`src/hdl/owvq_pkg.sv`:
```
`timescale 1ns / 1ps
// Shared constants and types for the orientation window vote quantizer.
package owvq_pkg;

    localparam int MAX_WIDTH_DEF   = 1024;
    localparam int HALF_WINDOW_DEF = 1;

    localparam int NUM_BINS  = 16;
    localparam int BIN_W     = 4;
    localparam int CODE_W    = 5;
    localparam int ROW_W     = 16;
    localparam int COL_W     = 11;
    localparam int OUT_COL_W = 10;
    localparam int STR_W     = 15;
    localparam int DIR_W     = 13;
    localparam int CFG_IDX_W = 2;
    localparam int CFG_W     = 16;
    localparam int Q_DEPTH   = 4;

    localparam logic [CFG_IDX_W-1:0] REG_FRAME_WIDTH        = 2'd0;
    localparam logic [CFG_IDX_W-1:0] REG_FRAME_HEIGHT       = 2'd1;
    localparam logic [CFG_IDX_W-1:0] REG_STRENGTH_THRESHOLD = 2'd2;

    localparam logic [COL_W-1:0] WIDTH_RST     = 11'd640;
    localparam logic [ROW_W-1:0] HEIGHT_RST    = 16'd480;
    localparam logic [STR_W-1:0] THRESHOLD_RST = 15'd51;

    typedef struct packed {
        logic [ROW_W-1:0] row;
        logic [COL_W-1:0] col;
        logic             last_row;
        logic             last_col;
    } job_meta_t;

    typedef struct packed {
        logic [ROW_W-1:0]     row;
        logic [OUT_COL_W-1:0] col;
        logic                 run_last;
        logic                 frame_last;
    } res_meta_t;

endpackage

```
`src/hdl/owvq_job_fifo.sv`:
```
`timescale 1ns / 1ps
// Short job queue between the front end and the vote back end.
module owvq_job_fifo import owvq_pkg::*; #(
    parameter int WIDTH = 8,
    localparam int QCNT_W = $clog2(Q_DEPTH + 1)
) (
    input  logic              aclk,
    input  logic              aresetn,
    input  logic              push,
    input  logic [WIDTH-1:0]  push_data,
    input  logic              pop,
    output logic              head_valid,
    output logic [WIDTH-1:0]  head_data,
    output logic [QCNT_W-1:0] count
);

    localparam int PTR_W = $clog2(Q_DEPTH);

    logic [WIDTH-1:0]  slot_reg [Q_DEPTH];
    logic [PTR_W-1:0]  wr_ptr_reg, rd_ptr_reg;
    logic [QCNT_W-1:0] count_reg;
    logic              do_push, do_pop;

    assign head_valid = count_reg != '0;
    assign head_data  = slot_reg[rd_ptr_reg];
    assign count      = count_reg;
    assign do_push    = push && (count_reg < QCNT_W'(Q_DEPTH));
    assign do_pop     = pop && head_valid;

    always_ff @(posedge aclk) begin
        if (do_push) slot_reg[wr_ptr_reg] <= push_data;
    end

    always_ff @(posedge aclk) begin
        if (!aresetn) begin
            wr_ptr_reg <= '0;
            rd_ptr_reg <= '0;
            count_reg  <= '0;
        end else begin
            if (do_push) wr_ptr_reg <= (wr_ptr_reg == PTR_W'(Q_DEPTH - 1)) ? '0
                                       : wr_ptr_reg + PTR_W'(1);
            if (do_pop)  rd_ptr_reg <= (rd_ptr_reg == PTR_W'(Q_DEPTH - 1)) ? '0
                                       : rd_ptr_reg + PTR_W'(1);
            count_reg <= count_reg + QCNT_W'(do_push) - QCNT_W'(do_pop);
        end
    end

endmodule

```
`config.mk`:
```
export PLATFORM = sky130hd
export DESIGN_NAME = owvq_job_fifo
export DESIGN_NICKNAME = d
export VERILOG_FILES = /design/src/hdl/owvq_pkg.sv /design/src/hdl/owvq_job_fifo.sv
export SDC_FILE = /design/constraint.sdc
export NUM_CORES = 1
export LEC_CHECK = 0
export BUFFER_PORTS_ARGS = -buffer_cell sky130_fd_sc_hd__buf_2
export CAP_MARGIN = 10
export CELL_PAD_IN_SITES_DETAIL_PLACEMENT = 0
export CELL_PAD_IN_SITES_GLOBAL_PLACEMENT = 1
export CORE_MARGIN = 1
export CORE_UTILIZATION = 46
export CTS_CLUSTER_SIZE = 30
export DETAILED_ROUTE_END_ITERATION = 12
export PLACE_DENSITY_LB_ADDON = 0.3
export SYNTH_ARGS = -nofsm -noshare
export SYNTH_HDL_FRONTEND = slang
export SYNTH_SLANG_ARGS = --single-unit
```
`constraint.sdc`:
```
create_clock -name aclk -period 2.9 [get_ports aclk]
set_input_delay 0.145 -clock aclk [delete_from_list [all_inputs] [get_ports aclk]]
set_output_delay 0.145 -clock aclk [all_outputs]
set_load 0.005 [all_outputs]
```
Word-level counts from Yosys, hierarchy flattened --
Memory sizes are Yosys's and may differ from the RTL's. A register that Yosys moved wholly into a read port is not among the register bits. Cells that the tools add are included.
Cells by class: add/subtract/negate cells 4, multiply operators 0, divide/modulo/power cells 0, $lt $le $gt $ge 1, equality and inequality tests 2, shifts and indexed selects 0, mux-type cells 6, bitwise logic cells 0, reduce and logical (&&, ||, !) cells 3
Operators by type and width (number):
- 2-bit two-way mux | 4
- 2-bit by 1-bit adder with 2-bit output, second input constant | 2
- 2-bit == test, second input constant | 2
- 3-bit by 1-bit adder with 3-bit output | 1
- 3-bit < comparator, second input constant | 1
- 3-bit nonzero test | 1
- 3-bit by 1-bit subtractor with 3-bit output | 1
- 1-bit logical AND | 2
- 1-bit two-way mux | 2
Word-level totals: register bits 7, latch bits 0, memory bits (writable) 32, memory bits (read-only) 0, input port bits 12, output and inout port bits 12, memories 1
Memories:
- slot_reg | words 4, bits a word 8, read ports 1, clocked after Yosys merged registers in 1, write ports 1, line owvq_job_fifo.sv:19 | logic [WIDTH-1:0] slot_reg [Q_DEPTH];

Logic depth before layout (Yosys ltp) --
depth in word-level cells 4, mapped depth 10, mapped depth without buffers 9

Worst setup path after synthesis --
OpenSTA, ideal clock, no wires.
kind register -> register, from reg count_reg[1] (netlist: count[1]), to reg count_reg[2] (netlist: count[2]), library setup time 0.115 ns, data arrival time 1.969 ns, slack 0.816 ns, cell stages (with the launch flop) 10, buffers on the path 0, period minus slack after synthesis 2.084 ns, cells stage by stage dfxtp_1 o31ai_2 inv_1 ha_1 inv_1 ha_1 fa_1 xnor2_1 xnor2_1 and2_1
On the way: longest elaborated chain between the ends 4, elaborated cells between the ends (all ways) 6, those cells by class 2 x add/sub; 1 x order compare; 3 x reduce/logical
Ends and longest elaborated chain:
- start: declaration | line owvq_job_fifo.sv:21 | logic [QCNT_W-1:0] count_reg;
- start signal: assignment | line owvq_job_fifo.sv:44 | count_reg <= count_reg + QCNT_W'(do_push) - QCNT_W'(do_pop);
- 3-bit < comparator | line owvq_job_fifo.sv:27 | assign do_push = push && (count_reg < QCNT_W'(Q_DEPTH));
- 1-bit logical AND | line owvq_job_fifo.sv:27
- 3-bit by 1-bit adder with 3-bit output | line owvq_job_fifo.sv:44
- 3-bit by 1-bit subtractor with 3-bit output (*) | line owvq_job_fifo.sv:44
Every way passes the cells marked *; elsewhere a longest branch is shown, timed or not. A chain may end at the register's enable or synchronous reset.

Worst setup path after layout --
from reg count_reg[2] (netlist: count[2]), to reg count_reg[2] (netlist: count[2])
Same word-level chain as after synthesis.

==> results.ini <==
[outcome]
outcome = complete, no violations

[die]
core_area_sq_um = 3360
num_rows = 21
ioPinCount = 24
starting_density_of_the_core = 0.485
die_area_sq_um = 3790
floorplan_die_width_microns = 61.5
fp.dieH_microns = 61.5

[clock_tree]
cts-root-buf = sky130_fd_sc_hd__clkbuf_4
clk_pin_slew_ns = 0.12
cts.path.max_buffers = 2
cts_made_buffers = 5
cts_tree = built
cts-htree-levels = 2
clock_insertion_delay_at_the_later_pin_of_the_skew_report_ns = 0.33
number_of_clock_sinks = 41
post_cts_buffers = 0

[route]
routed_wire_length_per_instance_microns = 13.9
drt_first_pass_iters = 4
drt_first_iter_violations = 28
detail_route.wirelength_mm = 2.33
num_vias = 821
vias_per_cell = 4.92
antenna_violating_nets_post_route = 0
drc = 0

[min_path]
worst_hold_depth = 1
holdCritPathClass = in2reg
worst_hold_startpoint = push_data[0]
hold_end = slot_reg[2][0]

[cells_and_area]
final-instance-count-excl-fill = 167
area_used_by_multi_input_combinational_logic_sq_um = 442
seqCellArea_sq_um = 1140
nNetsFinal = 140
number_of_flip_flops_under_the_largest_register_name = 32
antennaDiodeCount = 0
fill_cells = 296
final_layout_size_suffix_gt1_frac = 0.322
flow.area_growth_from_synthesis_pct = 15.7

[critical_path]
rrSetupSlack_ns = 0.64
launching_element_type_of_the_critical_path = flop
crit_chain = nor2b_1 -> inv_1 -> ha_1 -> inv_1 -> ha_1 -> fa_1 -> xnor2_1 -> xnor2_1 -> and2_1
worstSetupPathType = reg2reg
rr_worst_depth = 9
crit-reg2reg-capture = count[2]
critPathRequiredTime_ns = 3.14
crit_arrival_ns = 2.50
critical_path.reg2reg.startpoint = count[2]
critical-path-max-stage-delay_ns = 0.39
timing.critical_path.to_type = flop
path_max_fanout = 7
worst_path_max_delay_cell = sky130_fd_sc_hd__nor2b_1

[power]
proportion_of_power_drawn_by_flip_flops_and_latches = 0.525
leakagePower_uw = 0.000703
sw_frac_of_total = 0.253
power_switching_uw = 374
power.ir.vdd_worst_uv = 346
power.density_nw_per_um2 = 785
combinationalPowerShare = 0.219
internal_power_uw = 1110
clock_power_share = 0.255

[placed_design]
place.detailed.hpwl_mm = 1.60
gpl.final_weighted_congestion = 0.714
post-place-cells = 157
io_buffers = 23

[global_routing]
pin_count_of_the_biggest_net_entering_global_routing = 13
grt_pass1_wl_mm = 3.76
gr-total-overflow = 0
grt_usage = 0.151
antenna_violations_before_repair = 0
vias_in_the_first_global_route = 803

[timing]
slew_headroom = 0.623
slew_viol_final = 0
setup_tns_ns = 0
setup_repair_after_global_routing_missed_its_margin = no
hold_violations = 0
finalSetupViolations = 0
clock_skew_ns = 0.00580
worst_slew_pin_tran_ns = 0.565
fin_crit_ns = 2.26
finalCritPeriodShare = 0.781
max_freq_mhz = 442

[yosys]
synth-seq-area-share = 0.700
post_synth_num_cell_types = 19
synth_area_per_cell_sq_um = 17.9
ys_warn_count = 0
synth_nets = 111
syn-instance-count = 91
synth_seq_cells = 41
post_synth_instance_area_sq_um = 1630

[job]
max-cap-violations = 0

==> routing by layer <==
metal  share of wire  routed length (microns)  vias to the layer above  track usage
li1                -                        -                      396            -
met1            0.46                     1060                      407        0.190
met2            0.50                     1160                       14        0.233
met3           0.031                       71                        4       0.0441
met4           0.014                       33                        0       0.0857
met5               0                        0                        -            0
==> cell type report <==
class / instances / area share
Sequential cell: 41 / 0.605
Multi-Input combinational cell: 40 / 0.234
Timing Repair Buffer: 25 / 0.0716
Tap cell: 46 / 0.0305
Clock buffer: 7 / 0.0292
Clock inverter: 1 / 0.0159
Inverter: 7 / 0.0139
==> through the flow <==
stage	util	power (uW)	setup slack [ns]	hold WS, ns	area, sq um
2_1_floorplan	-	1010	0.816	0.244	1630
3_3_place_gp	0.530	1110	0.692	0.357	1780
3_5_place_dp	0.530	1120	0.651	0.368	1780
4_1_cts	0.555	1500	0.635	0.00559	1870
5_1_grt	0.561	1580	0.436	0.00566	1890
6_report	0.561	1480	0.636	0.0203	1890
==> power by group through the flow <==
stage               registers [uW]  logic, uW  clock network (uW)
floorplan                      755        258                   0
detailed placement             796        327                   0
finish                         777        325                 378
CTS                            782        328                 392
global route                   791        376                 412
global placement               789        321                   0
==> cell usage after synthesis <==
cell type,number,area (sq um)
sky130_fd_sc_hd__fa_1,1,20.0
sky130_fd_sc_hd__clkbuf_2,1,5.00
sky130_fd_sc_hd__o31ai_2,1,12.5
sky130_fd_sc_hd__or3_1,1,6.26
sky130_fd_sc_hd__o21ai_0,2,10.0
sky130_fd_sc_hd__and2_1,7,43.8
sky130_fd_sc_hd__dfxtp_1,9,180
sky130_fd_sc_hd__mux2i_1,2,20.0
sky130_fd_sc_hd__inv_1,7,26.3
sky130_fd_sc_hd__nand3_1,2,10.0
sky130_fd_sc_hd__xnor2_1,2,17.5
sky130_fd_sc_hd__ha_1,7,87.6
sky130_fd_sc_hd__buf_6,1,11.3
sky130_fd_sc_hd__buf_2,1,5.00
sky130_fd_sc_hd__nand2_1,2,7.51
sky130_fd_sc_hd__nor2_1,2,7.51
sky130_fd_sc_hd__edfxtp_1,32,961
sky130_fd_sc_hd__mux4_2,8,180
sky130_fd_sc_hd__nor2b_1,3,18.8
==> worst max path at each step <==
stage	startpoint	end	slack (ns)	depth (start not counted)
2_1_floorplan	count[1]	count[2]	0.82	9
3_3_place_gp	count[2]	count[2]	0.69	9
3_5_place_dp	count[2]	count[2]	0.65	9
4_1_cts	count[2]	count[2]	0.64	9
5_1_grt	count[2]	count[2]	0.44	9
6_report	count[2]	count[2]	0.64	9
==> cells by family (layout without fill, tap and decap cells) <==
logic type	count (synthesis)	after routing	share of synthesized area
mux	10	10	0.123
simple gates	17	17	0.0576
xor+xnor	2	2	0.0107
buf+inv	10	40	0.0292
flops	41	41	0.700
compound gates	3	3	0.0138
fa+ha+maj	8	8	0.0660
==> worst max-delay path, delay by kind of cell (launching register included) <==
| kind | cells | cell delay, ns |
|---|---|---|
| xor gates and xnor gates | 2 | 0.28 |
| DFF | 1 | 0.38 |
| adders and majority gates | 3 | 0.85 |
| and+or+nand+nor | 2 | 0.54 |
| buffers and inverters | 2 | 0.13 |
==> cells in the final DEF, fill, tap and decap left out, types with 3 or more instances in the layout <==
master and n:
sky130_fd_sc_hd__edfxtp_1 32, sky130_fd_sc_hd__buf_2 23, sky130_fd_sc_hd__and2_1 7, sky130_fd_sc_hd__mux4_2 8
sky130_fd_sc_hd__inv_1 7, sky130_fd_sc_hd__ha_1 7, sky130_fd_sc_hd__dfxtp_1 9, sky130_fd_sc_hd__nor2b_1 3
sky130_fd_sc_hd__clkbuf_4 5
==> what timing repair did <==
item | 4_1_cts | 5_1_grt
gates resized for setup | 0 | 0
hold buffers | 0 | 2
hold endpoints to repair | 0 | 6
No activity file was read; power rests on OpenSTA's default activity.
