File: src/hdl/owvq_pkg.sv
`timescale 1ns / 1ps
// Shared constants and types for the orientation window vote quantizer.
package owvq_pkg;

    localparam int MAX_WIDTH_DEF   = 1024;
    localparam int HALF_WINDOW_DEF = 1;

    localparam int NUM_BINS  = 16;
    localparam int BIN_W     = 4;
    localparam int CODE_W    = 5;
    localparam int ROW_W     = 16;
    localparam int COL_W     = 11;
    localparam int OUT_COL_W = 10;
    localparam int STR_W     = 15;
    localparam int DIR_W     = 13;
    localparam int CFG_IDX_W = 2;
    localparam int CFG_W     = 16;
    localparam int Q_DEPTH   = 4;

    localparam logic [CFG_IDX_W-1:0] REG_FRAME_WIDTH        = 2'd0;
    localparam logic [CFG_IDX_W-1:0] REG_FRAME_HEIGHT       = 2'd1;
    localparam logic [CFG_IDX_W-1:0] REG_STRENGTH_THRESHOLD = 2'd2;

    localparam logic [COL_W-1:0] WIDTH_RST     = 11'd640;
    localparam logic [ROW_W-1:0] HEIGHT_RST    = 16'd480;
    localparam logic [STR_W-1:0] THRESHOLD_RST = 15'd51;

    typedef struct packed {
        logic [ROW_W-1:0] row;
        logic [COL_W-1:0] col;
        logic             last_row;
        logic             last_col;
    } job_meta_t;

    typedef struct packed {
        logic [ROW_W-1:0]     row;
        logic [OUT_COL_W-1:0] col;
        logic                 run_last;
        logic                 frame_last;
    } res_meta_t;

endpackage

File: src/hdl/owvq_vote.sv
`timescale 1ns / 1ps
// Vote pipeline: one window cell per stage, then the one-hot output register.
module owvq_vote import owvq_pkg::*; #(
    parameter int HALF_WINDOW = HALF_WINDOW_DEF,
    localparam int SPAN  = 2 * HALF_WINDOW + 1,
    localparam int NCELL = SPAN * SPAN
) (
    input  logic                   aclk,
    input  logic                   aresetn,
    input  logic                   in_valid,
    input  logic [NCELL*BIN_W-1:0] in_bins,
    input  logic [NCELL-1:0]       in_ok,
    input  res_meta_t              in_meta,
    output logic                   adv,
    output logic                   m_valid,
    input  logic                   m_ready,
    output logic [ROW_W-1:0]       m_pixel_row,
    output logic [OUT_COL_W-1:0]   m_pixel_col,
    output logic [NUM_BINS-1:0]    m_bin_onehot,
    output logic                   m_run_last,
    output logic                   m_frame_last
);

    localparam int CNT_W  = $clog2(NCELL + 1);
    localparam int CENTER = HALF_WINDOW * SPAN + HALF_WINDOW;

    logic                   st_valid_reg [NCELL];
    logic [CNT_W-1:0]       st_cnt_reg   [NCELL][NUM_BINS];
    logic [CNT_W-1:0]       st_best_reg  [NCELL];
    logic [BIN_W-1:0]       st_win_reg   [NCELL];
    logic [NCELL*BIN_W-1:0] st_bins_reg  [NCELL];
    logic [NCELL-1:0]       st_ok_reg    [NCELL];
    res_meta_t              st_meta_reg  [NCELL];

    logic                   m_valid_reg;
    logic [ROW_W-1:0]       m_row_reg;
    logic [OUT_COL_W-1:0]   m_col_reg;
    logic [NUM_BINS-1:0]    m_onehot_reg;
    logic                   m_run_reg, m_frame_reg;

    assign adv = !m_valid_reg || m_ready;

    for (genvar k = 0; k < NCELL; k++) begin : g_stage
        logic                   pv_valid;
        logic [CNT_W-1:0]       pv_cnt [NUM_BINS];
        logic [CNT_W-1:0]       pv_best;
        logic [BIN_W-1:0]       pv_win;
        logic [NCELL*BIN_W-1:0] pv_bins;
        logic [NCELL-1:0]       pv_ok;
        res_meta_t              pv_meta;
        logic [CNT_W-1:0]       nx_cnt [NUM_BINS];
        logic [CNT_W-1:0]       nx_best, hit;
        logic [BIN_W-1:0]       nx_win, b;

        if (k == 0) begin : g_first
            always_comb begin
                pv_valid = in_valid;
                for (int n = 0; n < NUM_BINS; n++) pv_cnt[n] = '0;
                pv_best = '0;
                pv_win  = '0;
                pv_bins = in_bins;
                pv_ok   = in_ok;
                pv_meta = in_meta;
            end
        end else begin : g_next
            always_comb begin
                pv_valid = st_valid_reg[k-1];
                for (int n = 0; n < NUM_BINS; n++) pv_cnt[n] = st_cnt_reg[k-1][n];
                pv_best = st_best_reg[k-1];
                pv_win  = st_win_reg[k-1];
                pv_bins = st_bins_reg[k-1];
                pv_ok   = st_ok_reg[k-1];
                pv_meta = st_meta_reg[k-1];
            end
        end

        // Count this cell; a bin wins only by passing the best count so far.
        always_comb begin
            b       = pv_bins[k*BIN_W +: BIN_W];
            hit     = pv_cnt[b] + CNT_W'(1);
            nx_cnt  = pv_cnt;
            nx_best = pv_best;
            nx_win  = pv_win;
            if (pv_ok[k]) begin
                nx_cnt[b] = hit;
                if (hit > pv_best) begin
                    nx_best = hit;
                    nx_win  = b;
                end
            end
        end

        always_ff @(posedge aclk) begin
            if (!aresetn) begin
                st_valid_reg[k] <= 1'b0;
            end else if (adv) begin
                st_valid_reg[k] <= pv_valid;
            end
        end

        always_ff @(posedge aclk) begin
            if (adv) begin
                for (int n = 0; n < NUM_BINS; n++) st_cnt_reg[k][n] <= nx_cnt[n];
                st_best_reg[k] <= nx_best;
                st_win_reg[k]  <= nx_win;
                st_bins_reg[k] <= pv_bins;
                st_ok_reg[k]   <= pv_ok;
                st_meta_reg[k] <= pv_meta;
            end
        end
    end

    always_ff @(posedge aclk) begin
        if (!aresetn) begin
            m_valid_reg <= 1'b0;
        end else if (adv) begin
            m_valid_reg <= st_valid_reg[NCELL-1];
        end
    end

    always_ff @(posedge aclk) begin
        if (adv) begin
            m_row_reg    <= st_meta_reg[NCELL-1].row;
            m_col_reg    <= st_meta_reg[NCELL-1].col;
            m_run_reg    <= st_meta_reg[NCELL-1].run_last;
            m_frame_reg  <= st_meta_reg[NCELL-1].frame_last;
            m_onehot_reg <= st_ok_reg[NCELL-1][CENTER]
                            ? (NUM_BINS'(1) << st_win_reg[NCELL-1]) : '0;
        end
    end

    assign m_valid      = m_valid_reg;
    assign m_pixel_row  = m_row_reg;
    assign m_pixel_col  = m_col_reg;
    assign m_bin_onehot = m_onehot_reg;
    assign m_run_last   = m_run_reg;
    assign m_frame_last = m_frame_reg;

endmodule

File: config.mk
export PLATFORM = sky130hd
export DESIGN_NAME = owvq_vote
export DESIGN_NICKNAME = d
export VERILOG_FILES = /design/src/hdl/owvq_pkg.sv /design/src/hdl/owvq_vote.sv
export SDC_FILE = /design/constraint.sdc
export NUM_CORES = 2
export LEC_CHECK = 0
export BUFFER_PORTS_ARGS = -buffer_cell sky130_fd_sc_hd__buf_4
export CAP_MARGIN = 25
export CORE_ASPECT_RATIO = 1.4
export CORE_UTILIZATION = 40
export CTS_CLUSTER_DIAMETER = 150
export CTS_CLUSTER_SIZE = 30
export DETAILED_ROUTE_END_ITERATION = 7
export GPL_ROUTABILITY_DRIVEN = 0
export HOLD_SLACK_MARGIN = 0.1
export PLACE_DENSITY = 0.53
export SKIP_CTS_REPAIR_TIMING = 1
export SYNTH_ARGS = -nofsm -noshare
export SYNTH_HDL_FRONTEND = slang
export SYNTH_SLANG_ARGS = --single-unit
File: constraint.sdc
create_clock -name aclk -period 65.9 [get_ports aclk]
set_clock_uncertainty 0.15 [all_clocks]
set_input_delay 3.295 -clock aclk [delete_from_list [all_inputs] [get_ports aclk]]
set_output_delay 3.295 -clock aclk [all_outputs]
set_load 0.02 [all_outputs]
# Word level (Yosys, flattened, before mapping)
# Memories as Yosys holds them, arrays and structs flattened. A register that Yosys moved wholly into a read port is not among the register bits.
# Index checks and enable logic that the tools add are counted.
# totals
mem_count	8
romBits	64
ramBits	1314
reg_bits	16
# classes
reduce_logical	12
add_sub_neg	9
magnitude_cmp	27
mux	111
shifts	1
bitwise_logic	19
# memory_table
name	words	width	read_ports	rd_clocked_by_memory_dff	write_ports	line	source
st_cnt_reg	9	64	8	0	9	owvq_vote.sv:28	logic [CNT_W-1:0] st_cnt_reg [NCELL][NUM_BINS];
st_bins_reg	9	36	8	0	9	owvq_vote.sv:31	logic [NCELL*BIN_W-1:0] st_bins_reg [NCELL];
st_meta_reg	9	28	9	1	9	owvq_vote.sv:33	res_meta_t st_meta_reg [NCELL];
st_ok_reg	9	9	9	0	9	owvq_vote.sv:32	logic [NCELL-1:0] st_ok_reg [NCELL];
(name not given)	16	4	1	0	0	owvq_vote.sv:80	hit = pv_cnt[b] + CNT_W'(1);
st_best_reg	9	4	8	0	9	owvq_vote.sv:29	logic [CNT_W-1:0] st_best_reg [NCELL];
+2 memories	--	--	--	--	--	--	
# op_table
op	n
$mux 64	9
$bwmux 64	8
$mux 4	63
$demux 4 s4	9
$bmux 4 s4	8
$and 64x64->64	1
$ge 5x5->1 const B	9
$lt 5x1->1 const B	9
$not 4->5	9
$add 4x1->4 const B	9
$gt 4x4->1	8
$shl 1x4->16 const A	1
$mux 1	14
$logic_and 1x1->1	9
$or 1x1->1	9
$gt 4x1->1 const B	1
$logic_not 1->1	2
$logic_or 1x1->1	1

# Logic depth before layout (Yosys ltp)
# An unclocked memory read counts as a cell.
# depth
depth_word	9
ltp_mapped	16

# Least setup slack after synthesis
# OpenSTA, ideal clock, no wires.
# synth_path
kind	input -> register
start	input port m_ready
end	register m_onehot_reg[0], in the netlist m_bin_onehot[0] (enable)
n_path_buf	0
cell_stages	2
setup_ps	7446
t_arrival_ps	20973
setup_slack_ps	37330
path_cell_list	nor2b_1 > clkinv_1
# synth_via
elab_chain_cells	1
# synth_lines
element	line	source
start, declared	owvq_vote.sv:16	input logic m_ready,
$logic_or 1x1->1	owvq_vote.sv:41	assign adv = !m_valid_reg || m_ready;
named net adv	owvq_vote.sv:14	output logic adv,
end signal, assigned	owvq_vote.sv:127	m_onehot_reg <= st_ok_reg[NCELL-1][CENTER]
end, declared	owvq_vote.sv:38	logic [NUM_BINS-1:0] m_onehot_reg;
# The timed path passes the listed nets, and every way through them passes these cells.
# A chain may end at the register's enable or synchronous reset.

# Final worst setup path
# layout_path
start	input port m_ready
end	output port adv
# layout_via
elab_chain_cells	1
# layout_lines
element	line
$logic_or 1x1->1	owvq_vote.sv:41
end, declared	owvq_vote.sv:14
# No other way between the ends.

==> results.md <==
- Status: completed
- Dpl hpwl: between 50 and 60 mm
- Met1 Use GR: 0.160
- Yosys top cell area share: 0.742
- Synth Register Bits: slightly below 1k
- Final setup TNS: 0 ns
- Via Count: 19.0k
- CP Launch Type: input port
- Area leader, netlist: edfxtp_1
- Multi-input gate area: 0.00941 sq mm
- Clock root buffer: clkbuf_16
- Nets: 2557
- Worst VDD drop: 26.1 uV
- Vias in the first global route: 19.5k
- Die Wd: 266 microns
- Clock power frac: 0.262
- Most frequent cell after synthesis: edfxtp_1
- Cell Area, Synth: 0.0391 sq mm
- Post-layout min period: between 8 and 9 ns
- Clk Latency, worst-skew pair: 0.62 ns
- I/O pins: 123
- Mean post-synth cell area: 16.7 sq um
- Required time of the critical path: 62.45 ns
- P per Cell Area: 25.6 mW/mm^2
- RSZ-0062 raised after global routing: no
- Iteration-0 DRC Markers: 1298
- Area grow syn2layout: 8.95%
- Setup WS pre-CTS: just under 60 ns
- Gr ovfl total: 0
- Routed len/inst: slightly below 20 microns
- CTS tree: yes
- Rel. slew slack: 0.337
- Antenna diode count: 0
- Die footprint: slightly below 0.1 sq mm
- Final worst slack: 57.84 ns
- Final Hold Fails: 0
- Die Ht: 372 microns
- Pint: 0.861 mW
- Switching Fraction: 0.212
- Port bufs: 122
- Cells after synthesis: 2350
- P_leak: approximately 16 nW
- Worst Hold Class: register to register
- Slew Limit Fails: 0
- Drt drc: 0
- Largest net degree at the start of global routing: 178
- Register area: approximately 0.029 sq mm
- Max FFs per register: 416
- Seq pwr share: 0.668
- Ranking of synthesized cells by area: edfxtp_1 74%, mux4_2 5.8%, mux2_2 3.9%
- Clk pin slew, worst setup/hold paths: 0.11 ns
- Crit path DAT: between 4 and 5 ns
- Num rows: 135
- Combinational Power Share: 0.070
- Total GRT Usage: 0.149
- Antenna viol nets, final: 0
- DRT Pass-1 Iters: 8
- Synth top cells by count: 967 x edfxtp_1, 308 x nor2_1, 145 x nand2_1
- Initial antenna violation count: 1
- Num CTS Buffers: 38
- Async SR Flop Fraction: 0
- Post-Route WL: 73.7 mm
- FMAX: 0.124 GHz
- Synth cell types: 54
- Clock sink total: 969
- Clock Path Buffers: 3
- # setup viols final: 0
- Syn. warnings: 0
- Crit-path max FO: about 130
- Top FF cell, synth: edfxtp_1
- Max-cap violations: 0
- Core Region: 0.0968 sq mm
- Seq/Total Area, Yosys: 0.743
- Net Sw Power: around 0.23 mW
- Measured slew at the worst slew-check pin: 0.995 ns
- Share of cells above drive strength 1: 0.190
- First-pass GRT wire length: 114 mm
- Final period utilization: 0.122
- # fillers: 8464
- Placed cells: 3706
- Setup CP Type: input port to primary output
- Worst setup EP type: primary output
- Number of enable flip-flop cells after synthesis: 967
- Post-Layout Cell Count: 3768
- Syn Nets: 2459
- Met3 GRT Util: 0.0213
- Vias per cell: just over 5
- Htree depth: 2
- Initial core utilization: 0.404
- Top Usage Layer GRT: met2
- Met2 usage: 0.280
metrics by stage:
stage	utilization	total power [mW]	area, sq um	hold slack [ns]
floorplan	-	0.792	39100	0.250
global placement	0.428	0.818	41400	0.250
detailed placement	0.428	0.821	41500	0.255
CTS	0.440	1.11	42600	0.252
global route	0.441	1.14	42600	0.264
finish	0.441	1.09	42600	0.256
power groups by stage:
stage	sequential [mW]	combinational [mW]	clock (mW)
floorplan	0.737	0.0544	0
global placement	0.744	0.0743	0
detailed placement	0.745	0.0765	0
CTS	0.731	0.0769	0.304
global route	0.735	0.0837	0.320
finish	0.730	0.0762	0.287
final cells by class:
class,instances,area share
sequential,969,0.682
multi-input combinational,1240,0.221
tap,1301,0.0382
timing repair buffer,157,0.0296
clock buffer,56,0.0244
inverter,42,0.00387
clock inverter,3,0.00147
critical path: stages:
cell,delay (ns)
buf_4,0.11
nor2b_1,0.44
inv_8,0.40
buf_4,0.31
per-layer routing:
metal | vias up | share of wire
li1 | 9154 | -
met1 | 9260 | 0.38
met2 | 407 | 0.54
met3 | 159 | 0.033
met4 | 2 | 0.053
met5 | - | 0.00011
cell usage in the layout (no fill, tap or decap), types with 15 or more instances in the layout:
cell type,count
nand2b_1,27
nor3_1,27
mux4_1,16
o21ai_0,103
nor2_1,308
clkbuf_16,39
a22oi_1,15
nand3_1,27
inv_1,38
ha_1,32
a21oi_1,142
mux2_2,135
edfxtp_1,967
nor2b_1,23
nand2_1,145
mux4_2,101
buf_4,152
clkbuf_1,17
nand3b_1,23
final timing paths:
kind,from,endpoint,cells after the start,slack (ns)
worst min register to register,st_meta_reg[4][5],st_meta_reg[5][5],0,0.26
worst max-delay path,m_ready,adv,4,57.84
worst max register to register,st_bins_reg[0][84],st_win_reg[0][12],13,61.03
worst min-delay path,st_meta_reg[4][5],st_meta_reg[5][5],0,0.26
cells by family (layout without fill, tap and decap cells):
kind of cell	count (synthesis)	after routing	synth area share
flip-flops	969	969	0.743
AND/OR/NAND/NOR	649	649	0.0748
AO/OA/AOI/OAI	283	283	0.0391
multiplexers	265	265	0.111
buffers and inverters	141	258	0.0167
adder cells (fa/ha/maj)	32	32	0.0102
XOR/XNOR	11	11	0.00505
Power figures use the tool's default switching activity.
