==> config.mk <==
export PLATFORM = sky130hd
export DESIGN_NAME = owvq_expand
export DESIGN_NICKNAME = d
export VERILOG_FILES = /design/src/hdl/owvq_pkg.sv /design/src/hdl/owvq_expand.sv
export SDC_FILE = /design/constraint.sdc
export NUM_CORES = 1
export LEC_CHECK = 0
export BUFFER_PORTS_ARGS = -buffer_cell sky130_fd_sc_hd__buf_2
export CELL_PAD_IN_SITES_DETAIL_PLACEMENT = 1
export CELL_PAD_IN_SITES_GLOBAL_PLACEMENT = 1
export CORE_ASPECT_RATIO = 1.5
export CORE_MARGIN = 2
export CORE_UTILIZATION = 21
export DETAILED_ROUTE_END_ITERATION = 10
export GPL_TIMING_DRIVEN = 1
export PLACE_DENSITY_LB_ADDON = 0.1
export SYNTH_ARGS = -nofsm -noshare
export SYNTH_HDL_FRONTEND = slang
export SYNTH_SLANG_ARGS = --single-unit
==> constraint.sdc <==
create_clock -name aclk -period 2.49 [get_ports aclk]
set_clock_uncertainty 0.1 [all_clocks]
set_input_delay 0.249 -clock aclk [delete_from_list [all_inputs] [get_ports aclk]]
set_output_delay 0.249 -clock aclk [all_outputs]
set_load 0.02 [all_outputs]
==> src/hdl/owvq_pkg.sv <==
`timescale 1ns / 1ps
// Shared constants and types for the orientation window vote quantizer.
package owvq_pkg;

    localparam int MAX_WIDTH_DEF   = 1024;
    localparam int HALF_WINDOW_DEF = 1;

    localparam int NUM_BINS  = 16;
    localparam int BIN_W     = 4;
    localparam int CODE_W    = 5;
    localparam int ROW_W     = 16;
    localparam int COL_W     = 11;
    localparam int OUT_COL_W = 10;
    localparam int STR_W     = 15;
    localparam int DIR_W     = 13;
    localparam int CFG_IDX_W = 2;
    localparam int CFG_W     = 16;
    localparam int Q_DEPTH   = 4;

    localparam logic [CFG_IDX_W-1:0] REG_FRAME_WIDTH        = 2'd0;
    localparam logic [CFG_IDX_W-1:0] REG_FRAME_HEIGHT       = 2'd1;
    localparam logic [CFG_IDX_W-1:0] REG_STRENGTH_THRESHOLD = 2'd2;

    localparam logic [COL_W-1:0] WIDTH_RST     = 11'd640;
    localparam logic [ROW_W-1:0] HEIGHT_RST    = 16'd480;
    localparam logic [STR_W-1:0] THRESHOLD_RST = 15'd51;

    typedef struct packed {
        logic [ROW_W-1:0] row;
        logic [COL_W-1:0] col;
        logic             last_row;
        logic             last_col;
    } job_meta_t;

    typedef struct packed {
        logic [ROW_W-1:0]     row;
        logic [OUT_COL_W-1:0] col;
        logic                 run_last;
        logic                 frame_last;
    } res_meta_t;

endpackage

==> src/hdl/owvq_expand.sv <==
`timescale 1ns / 1ps
// Expands one window job into its result requests, one per cycle while adv is high, in raster order.
module owvq_expand import owvq_pkg::*; #(
    parameter int HALF_WINDOW = HALF_WINDOW_DEF,
    localparam int SPAN  = 2 * HALF_WINDOW + 1,
    localparam int NCELL = SPAN * SPAN,
    localparam int OFF_W = $clog2(HALF_WINDOW + 1),
    localparam int JOB_W = NCELL * CODE_W + 2 * SPAN + 2 * OFF_W + $bits(job_meta_t)
) (
    input  logic                   aclk,
    input  logic                   aresetn,
    input  logic                   head_valid,
    input  logic [JOB_W-1:0]       head_data,
    output logic                   pop,
    input  logic                   adv,
    output logic                   res_valid,
    output logic [NCELL*BIN_W-1:0] res_bins,
    output logic [NCELL-1:0]       res_ok,
    output res_meta_t              res_meta
);

    localparam int META_W = $bits(job_meta_t);

    job_meta_t               meta;
    logic [OFF_W-1:0]        dr_lo, dc_lo, dr_hi, dc_hi, cur_dr, cur_dc;
    logic [SPAN-1:0]         row_ok, col_ok;
    logic [NCELL*CODE_W-1:0] snap;
    logic                    active_reg;
    logic [OFF_W-1:0]        dr_reg, dc_reg;
    logic                    take, end_col, end_row;
    logic [COL_W-1:0]        col_full;

    assign meta   = head_data[META_W-1:0];
    assign dc_lo  = head_data[META_W +: OFF_W];
    assign dr_lo  = head_data[META_W+OFF_W +: OFF_W];
    assign col_ok = head_data[META_W+2*OFF_W +: SPAN];
    assign row_ok = head_data[META_W+2*OFF_W+SPAN +: SPAN];
    assign snap   = head_data[META_W+2*OFF_W+2*SPAN +: NCELL*CODE_W];

    assign dr_hi  = meta.last_row ? OFF_W'(HALF_WINDOW) : '0;
    assign dc_hi  = meta.last_col ? OFF_W'(HALF_WINDOW) : '0;
    assign cur_dr = active_reg ? dr_reg : dr_lo;
    assign cur_dc = active_reg ? dc_reg : dc_lo;

    assign end_col   = cur_dc == dc_hi;
    assign end_row   = cur_dr == dr_hi;
    assign take      = head_valid && adv;
    assign pop       = take && end_col && end_row;
    assign res_valid = head_valid;

    always_ff @(posedge aclk) begin
        if (!aresetn) begin
            active_reg <= 1'b0;
        end else if (take) begin
            active_reg <= !(end_col && end_row);
        end
    end

    always_ff @(posedge aclk) begin
        if (take) begin
            if (end_col) begin
                dr_reg <= cur_dr + OFF_W'(1);
                dc_reg <= dc_lo;
            end else begin
                dr_reg <= cur_dr;
                dc_reg <= cur_dc + OFF_W'(1);
            end
        end
    end

    // Pick the result's own window out of the snapshot; drop cells outside the frame.
    always_comb begin
        res_bins = '0;
        res_ok   = '0;
        for (int a = 0; a < SPAN; a++) begin
            for (int b = 0; b < SPAN; b++) begin
                for (int d = 0; d <= HALF_WINDOW; d++) begin
                    for (int e = 0; e <= HALF_WINDOW; e++) begin
                        if (a + d < SPAN && b + e < SPAN &&
                            cur_dr == OFF_W'(d) && cur_dc == OFF_W'(e)) begin
                            res_bins[(a*SPAN+b)*BIN_W +: BIN_W] =
                                snap[((a+d)*SPAN+b+e)*CODE_W +: BIN_W];
                            res_ok[a*SPAN+b] = snap[((a+d)*SPAN+b+e)*CODE_W + BIN_W]
                                               & row_ok[a+d] & col_ok[b+e];
                        end
                    end
                end
            end
        end
    end

    assign col_full = meta.col - COL_W'(HALF_WINDOW) + COL_W'(cur_dc);

    always_comb begin
        res_meta.row        = meta.row - ROW_W'(HALF_WINDOW) + ROW_W'(cur_dr);
        res_meta.col        = col_full[OUT_COL_W-1:0];
        res_meta.run_last   = end_col && end_row;
        res_meta.frame_last = meta.last_row && meta.last_col &&
                              cur_dr == OFF_W'(HALF_WINDOW) && cur_dc == OFF_W'(HALF_WINDOW);
    end

endmodule

* After elaboration in Yosys (flattened, before gate mapping)
Cells that the tools add are included.
** Word-level totals
- Register bits after elaboration :: 3
- Bits in latches :: 0
- Memory bits (writable) :: 0
- ROM bits :: 0
- Input bits :: 86
- Output and inout bits :: 75
- Logic and storage cells :: 99
- Memories kept :: 0
** Cells by class
- $add $sub $neg :: 6
- $mul :: 0
- Divide/modulo/power cells :: 0
- $lt $le $gt $ge :: 0
- Equal/unequal tests :: 2
- Shift-type cells :: 0
- Multiplexer cells :: 56
- Bitwise operators :: 20
- Reductions and logical operators :: 12
** Operators by type and width (number)
- 2-to-1 mux 4 bit :: 25
- 2-to-1 mux 1 bit :: 31
- AND 1 bit :: 18
- adder 16 x 1 -> 16 bit :: 1
- subtractor 16 x 1 -> 16 bit (second input constant) :: 1
- logical AND 1 bit :: 11
- adder 10 x 1 -> 10 bit :: 1
- subtractor 10 x 1 -> 10 bit (second input constant) :: 1
- adder 1 bit (second input constant) :: 2
- == test 1 bit :: 2
- NOT 1 bit :: 2
- zero test 1 bit :: 1

* Depth between registers and ports, before layout
Gate-level depths: netlist (run 1).
- Depth after elaboration :: 7
- Mapped depth :: 9
- Mapped depth without buffers :: 7

* Worst setup path before layout (run 1)
No wires, ideal clock.
- Path type :: register -> output
- Start :: register active_reg
- End :: output port res_meta[26] in the netlist's numbering
- Arrival time :: 2198 ps
- Required time :: 2141 ps
- Slack :: -57 ps
- Stages on the path, launching flop included :: 10
- Buffers on the path :: 2
- Cells stage by stage :: dfxtp_1 mux2_4 inv_2 buf_6 buf_4 ha_1 ha_1 and3_1 nor3b_2 xor2_1
** RTL lines
- from (decl) :: RTL line owvq_expand.sv:28 : logic active_reg;
- from (signal assigned) :: RTL line owvq_expand.sv:55 : active_reg <= !(end_col && end_row);
- to (decl) :: RTL line owvq_expand.sv:19 : output res_meta_t res_meta

==> results.toml, run 1 <==
[detailed_routing]
drt_iter0_markers = 25
firstDrtPassIters = 4
num_vias = 2168
wl_per_cell_um = 13.4
ant_nets = 0
drc_errors = 0
wl_um = 6150
vias_per_cell = 4.73

[sta]
slew_violations = 0
rsz0062_at_grt = "false"
max_freq_mhz = 428
tightest_slew_ps = 362
timing.final.crit_share_pct = 93.8
setup_violations = 0
finalSetupTns_ps = 0
period_minus_slack_ps = 2340
fin_ws_ps = 154
hold_viol = 0
slew_headroom_pct = 75.9
holdWs_ps = 193

[power]
p_int_mw = 0.400
powerDensity_nw_per_um2 = 332
pwr-share-clk_pct = 17.3
p_leak_nw = 1.42
peakVddDrop_uv = 240
p_comb_share_pct = 75.2
finalPower_mw = 0.806
swShare_pct = 50.4
seqPwrFrac_pct = 7.5
p_switching_mw = 0.406

[worst_setup_path]
startpoint_type = "flip-flop"
worstSetupPathType = "flip-flop to primary output"
path_max_fanout = 4
slowest_stage = "dfxtp_2"
crit_cells = 8
path_buf_inv = 2
endpoint_kind = "primary output"
critical_path.cell_chain = "mux2_4 > inv_2 > ha_4 > ha_4 > and3_4 > nor3b_4 > xor2_2 > buf_4"
crit_top_cell = "ha_4"
cp_data_required_time_ps = 2140
cp.arrival_ps = 1990
cpPeakStageDelay_ps = 340
critPathTopFamily = "simple AND/OR/NAND/NOR gates"
r2r_cells = 5

[cts]
insertion_delay_ps = 210
htreeDepth = 1
cts_buffer_depth = 2
clockRootBuffer = "clkbuf_8"
cts-buffers-inserted = 3
cts_tree = "done"
cts_sinks = 3
clk_pin_slew_ps = 30
post-cts-setup-buffers = 0

[place]
gp_congestion = 0.780
io_buffers = 159
place_inst = 454
placed_area_um2 = 2330
dpl.hpwl_um = 5170
dp_worst_setup_slack_ps = 108

[synth]
netlist_top_cells_count = "46 x nand2_1, 27 x nor2_1, 26 x mux2i_1, 17 x a21oi_1, 17 x and3_1"
synth_nets = 317
synth_area_leaders = "mux2i_1 18%, nand2_1 12%, xor2_1 9.5%"
synth_edf_count = 2
synth_seq_area_share_pct = 5.42
synth.cell_area_um2 = 1480
ys_warn_count = 0
yosysUniqueCellTypes = 40
yosysMostFrequentCell = "nand2_1"
synth_top_area_cell = "mux2i_1"
synth_seq_cells = 3
ys.flop_type = "edfxtp_1"
yosysTopAreaCellShare_pct = 17.6
async_flop_share_pct = 0
synthCells = 227
synth.avg_cell_area_um2 = 6.50

[cells_and_area]
fin_cells = 458
drive_above_1_share_pct = 48.4
multiInputGateArea_um2 = 1320
fin_area_um2 = 2430
final_core_util_pct = 35.5
finalNetCount = 471
diodes = 0
register_area_um2 = 81.3
syn_to_final_growth_pct = 64.6
fillers = 962

[grt]
grt_max_degree = 40
grt_pass1_vias = 2135
grt_use_total_pct = 15.2
grt_pass1_wl_um = 9790
overflow = 0
antenna_found_initial = 0

[floorplan]
die_x_um = 72.5
die-area_um2 = 7730
rows = 37
die_h_um = 107
initial_core_util_pct = 21.5
ios = 161
core_um2 = 6850

[hold_path]
worstHoldPathType = "input pin to flip-flop"
whs_path_depth = 3

[job]
cap_violations = 0

[outcome]
status = "completed"
layer usage:
metal	share of wire [%]	vias up	global-route usage [%]	wire, µm
li1	-	1082	-	-
met4	0.86	0	2.12	53
met3	9.0	4	2.73	551
met5	0	-	0	0
met2	53	104	29.3	3240
met1	38	978	17.2	2310
cells by family (layout without fill, tap and decap cells):
logic type | after synthesis | count (layout) | synth area share, %
AO/OA/AOI/OAI | 27 | 27 | 9.92
XOR/XNOR | 23 | 23 | 13.6
adder cells (fa/ha/maj) | 5 | 5 | 4.07
buffers and inverters | 24 | 177 | 8.81
flip-flops | 3 | 3 | 5.42
multiplexers | 28 | 28 | 19.4
AND/OR/NAND/NOR | 117 | 117 | 38.7
placed cells by master, fill, tap and decap left out, types with 3 or more instances in the layout:
cell type and count:
buf_2 158, nand2_1 46, nor2_1 27, mux2i_1 26
a21oi_1 17, and3_1 16, xor2_1 15, inv_1 8
nand3_1 8, xnor2_1 7, nor3_1 6, o21ai_1 3
clkbuf_8 3, buf_4 3
power groups by stage:
| stage | Clock [mW] | Sequential [mW] | Combinational (mW) |
|---|---|---|---|
| 2_1_floorplan | 0 | 0.0605 | 0.373 |
| 3_3_place_gp | 0 | 0.0608 | 0.602 |
| 3_5_place_dp | 0 | 0.0610 | 0.606 |
| 4_1_cts | 0.143 | 0.0604 | 0.610 |
| 5_1_grt | 0.147 | 0.0614 | 0.667 |
| 6_report | 0.140 | 0.0606 | 0.606 |
repair_timing:
item,CTS,global route
hold buffers,0,0
resized for setup,6,7
setup endpoints to repair,1,22
pin swaps,1,1
worst paths after layout:
| kind | from | endpoint | slack [ps] |
|---|---|---|---|
| max | active_reg$_SDFFE_PN0P_ | res_meta[26] | 150 |
| min reg2reg | active_reg$_SDFFE_PN0P_ | active_reg$_SDFFE_PN0P_ | 450 |
| max reg2reg | active_reg$_SDFFE_PN0P_ | dr_reg$_DFFE_PP_ | 770 |
| min | aresetn | active_reg$_SDFFE_PN0P_ | 190 |
worst min-delay path, cell delays in order:
cell	delay, ps
buf_2	100
o21ai_0	70
nor2_1	40
cell type report:
type	count	area share, %
Clock buffer	4	1.85
Timing Repair Buffer	163	34.8
Inverter	10	1.54
Tap cell	78	4.02
Sequential cell	3	3.35
Multi-Input combinational cell	200	54.5
(Power assumes the default switching activity.)
==> run 2, diff against run 1 <==
PLACE_DENSITY = 0.79   (was not set)
PLACE_DENSITY_LB_ADDON = not set   (was 0.1)
==> run 2 against run 1 <==
Compared with the run above: sequential share of layout area barely moved; via count grew 1.2%; clock-buffer cell count stayed put; total power grew 1.7%; critical path depth unchanged; non-clock buffer count grew 1; die area unchanged; cell area rose by 0.10%; hold slack lost 8.8 ps; routed wire length is 4.4% higher; largest cell class unchanged; largest power group unchanged.
==> results.toml, run 2 (synthesis gave the netlist of run 1 again) <==
[cts]
post-cts-setup-buffers = 0
cts_tree = "done"
cts-buffers-inserted = 3
clk_pin_slew_ps = 30
clockRootBuffer = "clkbuf_8"
postCtsHoldBufs = 0
insertion_delay_ps = 220
cts_sinks = 3
cts_buffer_depth = 2
htreeDepth = 1

[sta]
period_minus_slack_ps = 2380
max_freq_mhz = 421
slew_headroom_pct = 77.5
tightest_slew_ps = 335
hold_viol = 0
rsz0062_at_grt = "true"
setup_violations = 0
timing.final.crit_share_pct = 95.4
slew_violations = 0

[job]
cap_violations = 0

[grt]
antenna_found_initial = 0
grt_use_total_pct = 15.3
grt_pass1_vias = 2163
grt_max_degree = 40
grt_pass1_wl_um = 9650
overflow = 0

[hold_path]
worstHoldPathType = "input pin to flip-flop"

[detailed_routing]
num_vias = 2194
firstDrtPassIters = 4
wl_per_cell_um = 14.0
ant_nets = 0
drt_iter0_markers = 19
vias_per_cell = 4.78
drc_errors = 0
wl_um = 6420

[worst_setup_path]
endpoint_kind = "primary output"
worstSetupPathType = "flip-flop to primary output"
startpoint_type = "flip-flop"
path_max_fanout = 4
cp.arrival_ps = 2030
cp_data_required_time_ps = 2140

[place]
placed_area_um2 = 2350
io_buffers = 159
gp_congestion = 0.780
dpl.hpwl_um = 5360

[floorplan]
die_x_um = 72.5
die_h_um = 107
ios = 161
core_um2 = 6850
die-area_um2 = 7730
initial_core_util_pct = 21.5
rows = 37

[cells_and_area]
diodes = 0
finalNetCount = 472
mostFrequentLayoutCells = "156 x buf_2, 46 x nand2_1, 27 x nor2_1"
fin_area_um2 = 2430
drive_above_1_share_pct = 48.3
layout_commonest_cell = "buf_2"
fillers = 935
syn_to_final_growth_pct = 64.7

[outcome]
status = "completed"

[power]
peakVddDrop_uv = 232
finalPower_mw = 0.820
p_leak_nw = 1.42
powerDensity_nw_per_um2 = 337
[run 2: cell types whose count changed in the layout (fill, tap and decap cells not counted), sizes merged]
cell / change
buf: +1
[run 2: final cells by class]
| cell class | instances | area, µm² | share of cell area (%) |
|---|---|---|---|
| flip-flops and latches | 3 | 81.3 | 3.34 |
| repair buffers | 164 | 866 | 35.6 |
| multi-input cells | 200 | 1310 | 53.7 |
| well taps | 78 | 97.6 | 4.01 |
| clock buffers | 4 | 45.0 | 1.85 |
| inverters | 10 | 37.5 | 1.54 |
[run 2: critical path, stage by stage, from the launching register on]
cell and delay (ps):
dfxtp_2 340, mux2_4 310, inv_2 110, ha_4 160, ha_2 180, and3_4 210, nor3b_4 210, xor2_2 140
buf_4 150
[run 2: final timing paths]
kind                                         startpoint                      end  slack (ps)  cells past startpoint
worst max-delay path            active_reg$_SDFFE_PN0P_             res_meta[26]         110                      8
worst min-delay path                            aresetn  active_reg$_SDFFE_PN0P_         180                      3
worst max register to register  active_reg$_SDFFE_PN0P_         dr_reg$_DFFE_PP_         750                      5
worst min register to register  active_reg$_SDFFE_PN0P_  active_reg$_SDFFE_PN0P_         470                      2
[run 2: power by group]
| part | switching (mW) | leakage [nW] | internal, mW |
|---|---|---|---|
| logic | 0.376 | 1.37 | 0.236 |
| registers | 0.00180 | 0.0274 | 0.0587 |
| clock network | 0.0374 | 0.0228 | 0.110 |
| total | 0.415 | 1.42 | 0.405 |
[run 2: routing by layer]
metal,GRT usage (%),part of all wire [%]
met5,0,0
met4,3.70,0.86
met3,2.44,8.2
met2,30.3,53
met1,16.1,38
[run 2: per-stage QoR]
stage          worst slack [ps]  TNS, ps  util (%)  cells  hold WS (ps)
3_3_place_gp                225        0      34.3    455           396
3_5_place_dp                133        0      34.3    455           406
4_1_cts                  0.0391        0      35.2    459           174
2_1_floorplan              4.33        0         -    227           285
5_1_grt                   -10.2    -14.5      35.5    459           188
6_report                    114        0      35.5    459           184
[run 2: repair_timing]
item / in CTS / in global routing
gates resized for setup: 6 / 6
endpoints found under the hold margin: 0 / 0
setup endpoints to repair: 2 / 8
pin swaps: 1 / 0
